## src/sv/trf_pkg.sv

```systemverilog
// ----------------------------------------------------------------------------
// trf_pkg
// Shared types and constants for the two-pole resonator filter.
// ----------------------------------------------------------------------------
`default_nettype none

package trf_pkg;

  localparam int OUT_WIDTH = 24;

  // register indexes (byte address / 4)
  localparam logic [1:0] REG_FREQ = 2'd0;
  localparam logic [1:0] REG_BW   = 2'd1;
  localparam logic [1:0] REG_SR   = 2'd2;

  localparam logic [16:0] FREQ_RESET = 17'd4000;
  localparam logic [16:0] BW_RESET   = 17'd1000;
  localparam logic [17:0] SR_RESET   = 18'd48000;

  // 2*pi/ln2 in Q24, ln2 in Q32, pi/2 in Q32 less 2^32
  localparam logic [31:0] EXP_K_Q24 = 32'd152080770;
  localparam logic [31:0] LN2_Q32   = 32'd2977044472;
  localparam logic [31:0] HALFPI_LO = 32'd2451551556;

  localparam logic [31:0] ONE_Q30  = 32'h4000_0000;
  localparam logic [63:0] C2_MAX   = 64'h0000_0000_7FFF_FFFF;
  localparam logic [3:0]  TAY_LAST = 4'd11;

  localparam logic signed [63:0] OUT_HI = 64'sd8388607;
  localparam logic signed [63:0] OUT_LO = -64'sd8388608;

  typedef enum logic [4:0] {
    OP_NONE, OP_LOAD, OP_CHK, OP_DIV_R, OP_T_LO, OP_T_HI, OP_U,
    OP_EXP_INIT, OP_TAY_MUL, OP_TAY_DIV, OP_TAY_UPD, OP_C3,
    OP_DIV_PH, OP_PH, OP_THETA, OP_X2, OP_COS_INIT, OP_SAVE_CB,
    OP_SIN_INIT, OP_COSQ, OP_NUM, OP_DIV_C2, OP_C2,
    OP_F1_LO, OP_F1_HI, OP_F2_LO, OP_F2_HI, OP_F_UPD
  } op_t;

  typedef struct packed {
    op_t op;
  } cmd_t;

  typedef struct packed {
    logic cvalid;
    logic div_busy;
    logic tay_last;
    logic out_free;
  } stat_t;

  typedef enum logic [4:0] {
    S_IDLE, S_CHK, S_DIV_R, S_W_R, S_T_LO, S_T_HI, S_U, S_EXP_INIT,
    S_TMUL, S_TDIV, S_TW, S_TUPD, S_C3, S_DIV_PH, S_W_PH, S_PH,
    S_THETA, S_X2, S_COS_INIT, S_SAVE_CB, S_SIN_INIT, S_COSQ, S_NUM,
    S_DIV_C2, S_W_C2, S_C2, S_F1_LO, S_F1_HI, S_F2_LO, S_F2_HI, S_F_UPD
  } state_t;

  typedef enum logic [1:0] {
    K_EXP, K_COS, K_SIN
  } kind_t;

endpackage

`default_nettype wire

```

## src/sv/trf_ctrl.sv

```systemverilog
// ----------------------------------------------------------------------------
// trf_ctrl
// Sequencer: coefficient recompute and the per-sample multiply-accumulate.
// ----------------------------------------------------------------------------
`default_nettype none

module trf_ctrl
  import trf_pkg::*;
(
  input  wire logic  clk,
  input  wire logic  rst,
  input  wire logic  in_valid,
  output logic       in_ready,
  input  wire stat_t stat,
  output cmd_t       cmd
);

  state_t state, state_next;
  kind_t  kind, kind_next;

  always_ff @(posedge clk) begin
    if (rst) begin
      state <= S_IDLE;
      kind  <= K_EXP;
    end else begin
      state <= state_next;
      kind  <= kind_next;
    end
  end

  always_comb begin
    state_next = state;
    kind_next  = kind;
    unique case (state)
      S_IDLE:     if (in_valid) begin
                    state_next = stat.cvalid ? S_F1_LO : S_CHK;
                  end
      S_CHK:      state_next = S_DIV_R;
      S_DIV_R:    state_next = S_W_R;
      S_W_R:      if (!stat.div_busy) state_next = S_T_LO;
      S_T_LO:     state_next = S_T_HI;
      S_T_HI:     state_next = S_U;
      S_U:        state_next = S_EXP_INIT;
      S_EXP_INIT: begin state_next = S_TMUL; kind_next = K_EXP; end
      S_TMUL:     state_next = S_TDIV;
      S_TDIV:     state_next = S_TW;
      S_TW:       if (!stat.div_busy) state_next = S_TUPD;
      S_TUPD: begin
        if (!stat.tay_last) begin
          state_next = S_TMUL;
        end else begin
          unique case (kind)
            K_EXP:   state_next = S_C3;
            K_COS:   state_next = S_SAVE_CB;
            default: state_next = S_COSQ;
          endcase
        end
      end
      S_C3:       state_next = S_DIV_PH;
      S_DIV_PH:   state_next = S_W_PH;
      S_W_PH:     if (!stat.div_busy) state_next = S_PH;
      S_PH:       state_next = S_THETA;
      S_THETA:    state_next = S_X2;
      S_X2:       state_next = S_COS_INIT;
      S_COS_INIT: begin state_next = S_TMUL; kind_next = K_COS; end
      S_SAVE_CB:  state_next = S_SIN_INIT;
      S_SIN_INIT: begin state_next = S_TMUL; kind_next = K_SIN; end
      S_COSQ:     state_next = S_NUM;
      S_NUM:      state_next = S_DIV_C2;
      S_DIV_C2:   state_next = S_W_C2;
      S_W_C2:     if (!stat.div_busy) state_next = S_C2;
      S_C2:       state_next = S_F1_LO;
      S_F1_LO:    state_next = S_F1_HI;
      S_F1_HI:    state_next = S_F2_LO;
      S_F2_LO:    state_next = S_F2_HI;
      S_F2_HI:    state_next = S_F_UPD;
      S_F_UPD:    if (stat.out_free) state_next = S_IDLE;
      default:    state_next = S_IDLE;
    endcase
  end

  always_comb begin
    in_ready = 1'b0;
    cmd.op   = OP_NONE;
    unique case (state)
      S_IDLE: begin
        in_ready = 1'b1;
        cmd.op   = in_valid ? OP_LOAD : OP_NONE;
      end
      S_CHK:      cmd.op = OP_CHK;
      S_DIV_R:    cmd.op = OP_DIV_R;
      S_T_LO:     cmd.op = OP_T_LO;
      S_T_HI:     cmd.op = OP_T_HI;
      S_U:        cmd.op = OP_U;
      S_EXP_INIT: cmd.op = OP_EXP_INIT;
      S_TMUL:     cmd.op = OP_TAY_MUL;
      S_TDIV:     cmd.op = OP_TAY_DIV;
      S_TUPD:     cmd.op = OP_TAY_UPD;
      S_C3:       cmd.op = OP_C3;
      S_DIV_PH:   cmd.op = OP_DIV_PH;
      S_PH:       cmd.op = OP_PH;
      S_THETA:    cmd.op = OP_THETA;
      S_X2:       cmd.op = OP_X2;
      S_COS_INIT: cmd.op = OP_COS_INIT;
      S_SAVE_CB:  cmd.op = OP_SAVE_CB;
      S_SIN_INIT: cmd.op = OP_SIN_INIT;
      S_COSQ:     cmd.op = OP_COSQ;
      S_NUM:      cmd.op = OP_NUM;
      S_DIV_C2:   cmd.op = OP_DIV_C2;
      S_C2:       cmd.op = OP_C2;
      S_F1_LO:    cmd.op = OP_F1_LO;
      S_F1_HI:    cmd.op = OP_F1_HI;
      S_F2_LO:    cmd.op = OP_F2_LO;
      S_F2_HI:    cmd.op = OP_F2_HI;
      S_F_UPD:    cmd.op = stat.out_free ? OP_F_UPD : OP_NONE;
      default:    cmd.op = OP_NONE;
    endcase
  end

endmodule

`default_nettype wire

```

## config.mk

```make
export PLATFORM = sky130hd
export DESIGN_NAME = trf_ctrl
export DESIGN_NICKNAME = d
export VERILOG_FILES = /design/src/sv/trf_pkg.sv /design/src/sv/trf_ctrl.sv
export SDC_FILE = /design/constraint.sdc
export NUM_CORES = 1
export LEC_CHECK = 0
export BUFFER_PORTS_ARGS = -buffer_cell sky130_fd_sc_hd__buf_2
export CAP_MARGIN = 20
export CORE_MARGIN = 5
export CORE_UTILIZATION = 39
export DETAILED_ROUTE_END_ITERATION = 12
export PLACE_DENSITY_LB_ADDON = 0.12
export SYNTH_ARGS = -nofsm -noshare
export SYNTH_HDL_FRONTEND = slang
export SYNTH_SLANG_ARGS = --single-unit
```

## constraint.sdc

```tcl
create_clock -name clk -period 1.6 [get_ports clk]
set_input_delay 0 -clock clk [delete_from_list [all_inputs] [get_ports clk]]
set_output_delay 0 -clock clk [all_outputs]
set_load 0.02 [all_outputs]
```

Word level (Yosys, flattened, before mapping)
Cells that the tools add are included.
Widths: inputs -> output; s select.
{ "op_classes": {"n_eq_ne": 37, "mux": 15, "reduce_logical": 5} }
{ "op_table": {"columns": ["op", "n"], "rows": [
  ["$pmux 5 s29", 1],
  ["$pmux 5 s27", 1],
  ["$eq 5x5->1 const B", 15],
  ["$mux 5", 9],
  ["$eq 5x4->1 const B", 8],
  ["$eq 5x3->1 const B", 4],
  ["$ne 2x2->1 const B", 6],
  ["$eq 5x2->1 const B", 2],
  ["$pmux 5 s2", 1],
  ["$pmux 2 s3", 1],
  ["$reduce_and 6->1", 1],
  ["$eq 5x1->1 const B", 1],
  ["$logic_not 5->1", 1],
  ["$reduce_bool 3->1", 1],
  ["$reduce_or 3->1", 1],
  ["$eq 2x1->1 const B", 1],
  ["$logic_not 2->1", 1],
  ["$mux 1", 2]
]} }
{ "word_totals": {"ff_bits": 7, "out_inout_bits": 6, "input_bits": 7} }

Depth between registers and ports, before layout
Gate-level depths: netlist (run 1).
{ "depth": {"ltp_word": 4, "depth_mapped": 7} }

Worst setup path after synthesis (run 1)
No wires, ideal clock.
{ "synth_path": {"kind": "reg-to-output", "startpoint": "reg state[0]", "endpoint": "out cmd[2] in the netlist's numbering", "required_time_ps": 1600, "slack_ps": 126, "path_buffers": 2, "arrival_time_ps": 1474, "path_stages_with_launch": 5, "path_cell_list": "dfxtp_1 > buf_2 > clkbuf_1 > o22ai_1 > a222oi_1"} }
{ "synth_rtl": {"columns": ["item", "line", "source"], "rows": [
  ["start: declaration", "trf_ctrl.sv:18", "state_t state, state_next;"],
  ["start signal: assignment", "trf_ctrl.sv:26", "state <= state_next;"],
  ["end: declaration", "trf_ctrl.sv:15", "output cmd_t cmd"]
]} }

Worst setup path in the final report (run 1)
{ "layout_path": {"startpoint": "reg state[3]", "endpoint": "out in_ready"} }
{ "layout_between": {"elab_chain_cells": 2} }
{ "layout_rtl": {"columns": ["item", "line", "source"], "rows": [
  ["$logic_not 5->1", "trf_ctrl.sv:85", "unique case (state)"],
  ["$mux 1", "trf_ctrl.sv:85", null],
  ["end: declaration", "trf_ctrl.sv:13", "output logic in_ready,"]
]} }
Every way passes these cells.

==> results of run 1 <==
## stage by stage
step	hold slack (ps)	std cells	area [um^2]
final	117.3	188	1329
after floorplan	62.44	135	933.4
after global placement	287.1	177	1102
after detailed placement	291.3	177	1102
after CTS	109.0	185	1180
after global routing	129.9	188	1329
## logic make-up (layout without fill, tap and decap cells)
kind of cell	count (synthesis)	in the layout	synth area share [%]
AND/OR/NAND/NOR	51	51	32.04
buffers and inverters	17	42	11.12
AO/OA/AOI/OAI	59	59	40.89
XOR/XNOR	1	1	0.9385
flip-flops	7	7	15.01
## report_power, final
group	switching [mW]	internal [mW]	leakage, nW	total, mW
Sequential	0.101	0.249	0.0601	0.350
Combinational	1.08	0.979	0.445	2.06
Clock	0.0921	0.0964	0.0150	0.189
## tightest hold or removal path: cells and delay by family
family          cells  cell delay (ps)
simple gates        2              160
compound gates      1               70
buf+inv             1              120
## Yosys cell counts, types with 3 or more instances
library cell	instances
dfxtp_1	7
a21oi_1	18
a21o_1	5
nor4_1	3
buf_2	5
a211oi_1	3
buf_4	3
o21ai_0	13
nor3_1	4
nand2b_1	3
nor2b_1	4
buf_6	3
nand3_1	3
nand2_1	16
nor2_1	5
inv_1	4
## routing by layer
metal | vias up | GRT usage (%)
li1 | 557 | -
met1 | 537 | 23.00
met2 | 79 | 26.18
met3 | 15 | 3.728
met4 | 0 | 10.36
met5 | - | 0
## sequential cells by signal (all words and copies together) (netlist names)
name,flops
kind,2
state,5
## final cells by class
type | instances | share of cell area, %
multi-input cells | 111 | 57.82
repair buffers | 34 | 24.58
flip-flops and latches | 7 | 11.58
well taps | 28 | 2.637
clock buffers | 4 | 1.977
inverters | 4 | 1.412
## how the worst max path moves through the flow
stage / depth (start not counted) / slack [ps] / endpoint / start
after global placement: 6 / 30 / state[4] / state[3]
final: 5 / -70 / in_ready / state[3]
after CTS: 6 / -70 / cmd[0] / state[2]
after floorplan: 4 / 130 / cmd[2] / state[0]
after detailed placement: 5 / 30 / state[4] / state[4]
after global routing: 6 / -150 / state[2] / state[3]
## cells in the final DEF, fill, tap and decap left out, types with 2 or more instances in the layout
master	instances
a211oi_1	2
a21o_1	5
a21oi_1	17
a21oi_2	2
a31oi_1	2
buf_12	4
buf_2	10
buf_4	11
buf_6	7
clkbuf_4	3
dfxtp_1	2
dfxtp_2	2
dfxtp_4	3
inv_1	3
nand2_1	13
nand2_2	3
nand2b_1	3
nand3_1	3
nor2_1	4
nor2b_1	2
nor2b_4	4
nor3_1	4
nor3b_2	3
nor4_1	2
o211ai_1	2
o21ai_0	10
o21ai_1	3
o31ai_1	2
## timing repair
item | CTS | global route
setup buffers | 3 | 2
gates resized for setup | 11 | 32
endpoints found under the hold margin | 1 | 0
hold buffers | 1 | 0
endpoints found under the setup margin | 6 | 12
gates cloned | 0 | 1
pin swaps | 9 | 9
==> results.toml, run 1 <==
[timing]
period_minus_slack_ps = 1666
period_share_pct = 104.1
maxSlewHeadroom_pct = 70.27
setup_ws_ps = -65.73
setup_viol = 5
tns_ps = -218.2
tightest_slew_ps = 441.9
finalMaxSlewViolations = 0
finClkSkew_ps = 15.86
rsz0062_at_grt = "yes"
max_freq_mhz = 600.3
hold_viol = 0

[floorplan]
start_util_pct = 41.40
die_w_um = 58.92
die_area_um2 = 3472
rows = 17
ios = 13
die_y_um = 58.92
design.core.area_um2 = 2255

[yosys]
seq_area_frac_synth_pct = 15.01
synth_top_area_share_pct = 15.01
ys_ff_latch = 7
synth_top_area_cell = "dfxtp_1"
syn_nets = 142
syn_area_um2 = 933.4
syn_inst = 135
yosys-top-cells-area = "dfxtp_1, a21oi_1, o21ai_0, nand2_1, a21o_1"
ys_types = 47
avgSynthCellArea_um2 = 6.914
synthArstFlopShare_pct = 0
synthFlopType = "dfxtp_1"
synth_edf_count = 0
yosys_warnings = 0

[place]
hpwl_um = 2003
post-place-ws_ps = 34.03
port_buffers = 12
gp_routability_congestion = 0.9314

[cts]
cts.sinks = 7
cts_tree = "yes"
path_clk_slew_ps = 80
clockBufferDepth = 2
h-tree-depth = 1
insertion_delay_ps = 280
cts_inserted_buffers = 3
root_buffer = "clkbuf_4"

[layout]
multiInputGateArea_um2 = 768.2
diodes = 0
final_core_utilization_pct = 58.93
drive_above_1_share_pct = 40.63
areaGrowthSynthToFinish_pct = 42.36
nets = 168
n_fill_cell = 206
seq_area_um2 = 153.9

[pwr]
peakVddDrop_uv = 903.6
powerDensity_nw_per_um2 = 1953
power_mw = 2.595
power.leakage_nw = 0.5198

[route]
wl_met1_um = 1249
drt-initial-drc-count = 80
via_count = 1188
drtPass1Iterations = 4
met3_length_um = 297
drc = 0
wl_met2_um = 1544
drtAntennaViolNets = 0
drt-total-wl_um = 3197
vias_per_cell = 6.319
wire_per_inst_um = 17.01
top_layer = "met4"

[global_route]
grt_pass1_wl_um = 4788
antenna_found_initial = 0
grt_use_total_pct = 17.58
grt_start_max_net_pins = 24
grt_pass1_vias = 1067
overflow = 0

[setup_path]
ff2ff_path_depth = 6
crit_family = "buffers and inverters"
endpoint_kind = "output pin"
crit_slowest_cell = "nor4_1"
cp.arrival_ps = 1670
cp_max_fo = 12
critPathMaxStageDelay_ps = 400
worst-path-buf-inv = 3
path_class = "register to output pin"
cp_cell_sequence = "buf_12, nor4_1, buf_4, nor2b_1, buf_2"
r2r_end = "state[2]"
start_kind = "register"
required_ps = 1600
r2r_slack_ps = -60
reg2reg_from = "state[3]"

[run_status]
status = "finished with violations"
violations = "negative setup slack"

[job]
drv_cap = 0

[min_path]
min_to = "state[4]"
min_from = "stat[2]"
whs_path_depth = 4
hold_class = "primary input to register"
Power figures use the tool's default switching activity.
==> run 2, diff against run 1 <==
--- a/config.mk
+++ b/config.mk
@@ -7,10 +7,10 @@
 export LEC_CHECK = 0
 export BUFFER_PORTS_ARGS = -buffer_cell sky130_fd_sc_hd__buf_2
 export CAP_MARGIN = 20
-export CORE_MARGIN = 5
+export CORE_MARGIN = 2
 export CORE_UTILIZATION = 39
 export DETAILED_ROUTE_END_ITERATION = 12
-export PLACE_DENSITY_LB_ADDON = 0.12
+export PLACE_DENSITY_LB_ADDON = 0.05
 export SYNTH_ARGS = -nofsm -noshare
 export SYNTH_HDL_FRONTEND = slang
 export SYNTH_SLANG_ARGS = --single-unit
==> run 2 against run 1 <==
  * Combinational power shrank 6%
  * Largest cell class unchanged
  * Register-to-register slack better by 100 ps
  * Maximum frequency hardly changed
  * Final area fell by 6.7%
  * Critical path depth is 1 higher
  * Clock skew decreased by 5.6 ps
  * Critical path type unchanged
  * Clock power is 14% lower
  * Count of clock-buffer cells in the layout did not move
  * Power decreased by 7.7%
  * Global-route usage increased by 3.4 points
  * Non-clock buffer count rose by 1
  * The flow still finishes with violations (negative setup slack)
==> results.toml, run 2 (synthesis gave the netlist of run 1 again) <==
[run_status]
status = "finished with violations"
violations = "negative setup slack"

[cts]
root_buffer = "clkbuf_4"
path_clk_slew_ps = 60
insertion_delay_ps = 250
cts.sinks = 7
h-tree-depth = 1
cts_tree = "yes"
cts_inserted_buffers = 3
clockBufferDepth = 2

[pwr]
power.leakage_nw = 0.5001
p_comb_share_pct = 80.5
p_sw_share_pct = 48.95
powerDensity_nw_per_um2 = 1932
p_seq_share_pct = 12.7
p_sw_mw = 1.173
intPower_mw = 1.223
pwr-share-clk_pct = 6.8
peakVddDrop_uv = 1093

[timing]
rsz0062_at_grt = "yes"
finClkSkew_ps = 10.24
maxSlewHeadroom_pct = 74.32
tightest_slew_ps = 381.2
setup_viol = 2
period_minus_slack_ps = 1665
finalMaxSlewViolations = 0
hold_viol = 0
period_share_pct = 104.1
max_freq_mhz = 600.5
setup_ws_ps = -65.42

[route]
drc = 0
drt-initial-drc-count = 56
drtAntennaViolNets = 0
via_count = 1147
drt-total-wl_um = 2821
drtPass1Iterations = 4
vias_per_cell = 6.069
wire_per_inst_um = 14.93

[setup_path]
cp.arrival_ps = 1670
cp_max_fo = 9
r2r_slack_ps = 40
path_class = "register to output pin"
worstSetupStartpoint = "state[1]"
reg2reg_from = "state[3]"
start_kind = "register"
required_ps = 1600
endpoint_kind = "output pin"

[global_route]
overflow = 0
grt_pass1_wl_um = 4457
grt_use_total_pct = 20.99
antenna_found_initial = 0
grt_pass1_vias = 993
grt_start_max_net_pins = 24

[floorplan]
rows = 17
design.core.area_um2 = 2233
ios = 13
die_y_um = 52.92
die_w_um = 52.92
die_area_um2 = 2801
start_util_pct = 41.79

[min_path]
min_from = "stat[2]"
hold_class = "primary input to register"

[place]
post-place-ws_ps = -18.45
port_buffers = 12
gp_routability_congestion = 0.9107
placed_cell_area_um2 = 1085
hpwl_um = 2029

[layout]
final_core_utilization_pct = 55.52
final_common_cell = "buf_4"
nets = 169
stdcell_area_um2 = 1240
multiInputGateArea_um2 = 725.7
largest_reg_flops = 5
n_fill_cell = 221
top_register = "state"
mostFrequentLayoutCells = "buf_4, a21oi_1, nand2_1, o21ai_0, buf_2"
top_regs = "state (5), kind (2)"
diodes = 0
drive_above_1_share_pct = 37.27
seq_area_um2 = 150.1
areaGrowthSynthToFinish_pct = 32.84

[job]
drv_cap = 0
[run 2: cell count changes in the layout (fill, tap and decap cells not counted), moves of 2 or more]
| cell | change |
|---|---|
| inv_1 | -2 |
| nor2b_4 | -2 |
| nor2b_2 | +2 |
| buf_6 | -3 |
| buf_4 | +7 |
| buf_12 | -2 |
[run 2: path summary, 6_finish.rpt]
path / end / cells past startpoint
worst max-delay path: cmd[0] / 6
worst min-delay path: state[4] / 4
worst max register to register: state[2] / 6
worst min register to register: kind[1] / 2
[run 2: per-layer routing]
| layer | part of all wire, % | GRT usage [%] |
|---|---|---|
| met5 | 0 | 0 |
| met4 | 1.2 | 5.128 |
| met3 | 5.6 | 2.542 |
| met2 | 47 | 35.83 |
| met1 | 46 | 27.88 |
[run 2: power groups by stage]
stage / combinational (mW) / sequential [mW] / clock [mW]
3_3_place_gp: 1.66 / 0.286 / 0
2_1_floorplan: 1.21 / 0.265 / 0
4_1_cts: 1.77 / 0.291 / 0.167
5_1_grt: 2.08 / 0.313 / 0.180
6_report: 1.93 / 0.305 / 0.163
3_5_place_dp: 1.65 / 0.286 / 0
[run 2: cell type report]
cell class / instances / area share, %
clock buffers: 4 / 2.119
flip-flops and latches: 7 / 12.11
multi-input cells: 111 / 58.53
repair buffers: 35 / 22.60
well taps: 28 / 2.825
inverters: 4 / 1.816
[run 2: critical path, stage by stage (launching register included)]
cell and delay [ps]:
dfxtp_4 370, buf_12 120, and2b_1 190, a311oi_1 210
a21oi_1 70, a221o_1 310, buf_6 140
[run 2: stage by stage]
stage | cells | power (mW) | TNS [ps] | hold WS, ps
after global routing | 189 | 2.575 | -532.6 | 98.80
after CTS | 188 | 2.233 | -145.1 | 91.79
after floorplan | 135 | 1.472 | 0 | 62.44
final | 189 | 2.396 | -120.5 | 97.10
after global placement | 178 | 1.949 | -38.97 | 280.1
after detailed placement | 178 | 1.931 | -18.45 | 280.4
[run 2: what timing repair did]
item,in CTS,in global routing
endpoints found under the setup margin,6,10
hold buffers,1,0
pin swaps,2,4
hold endpoints to repair,1,0
buffers inserted,5,1
gates resized for setup,11,16
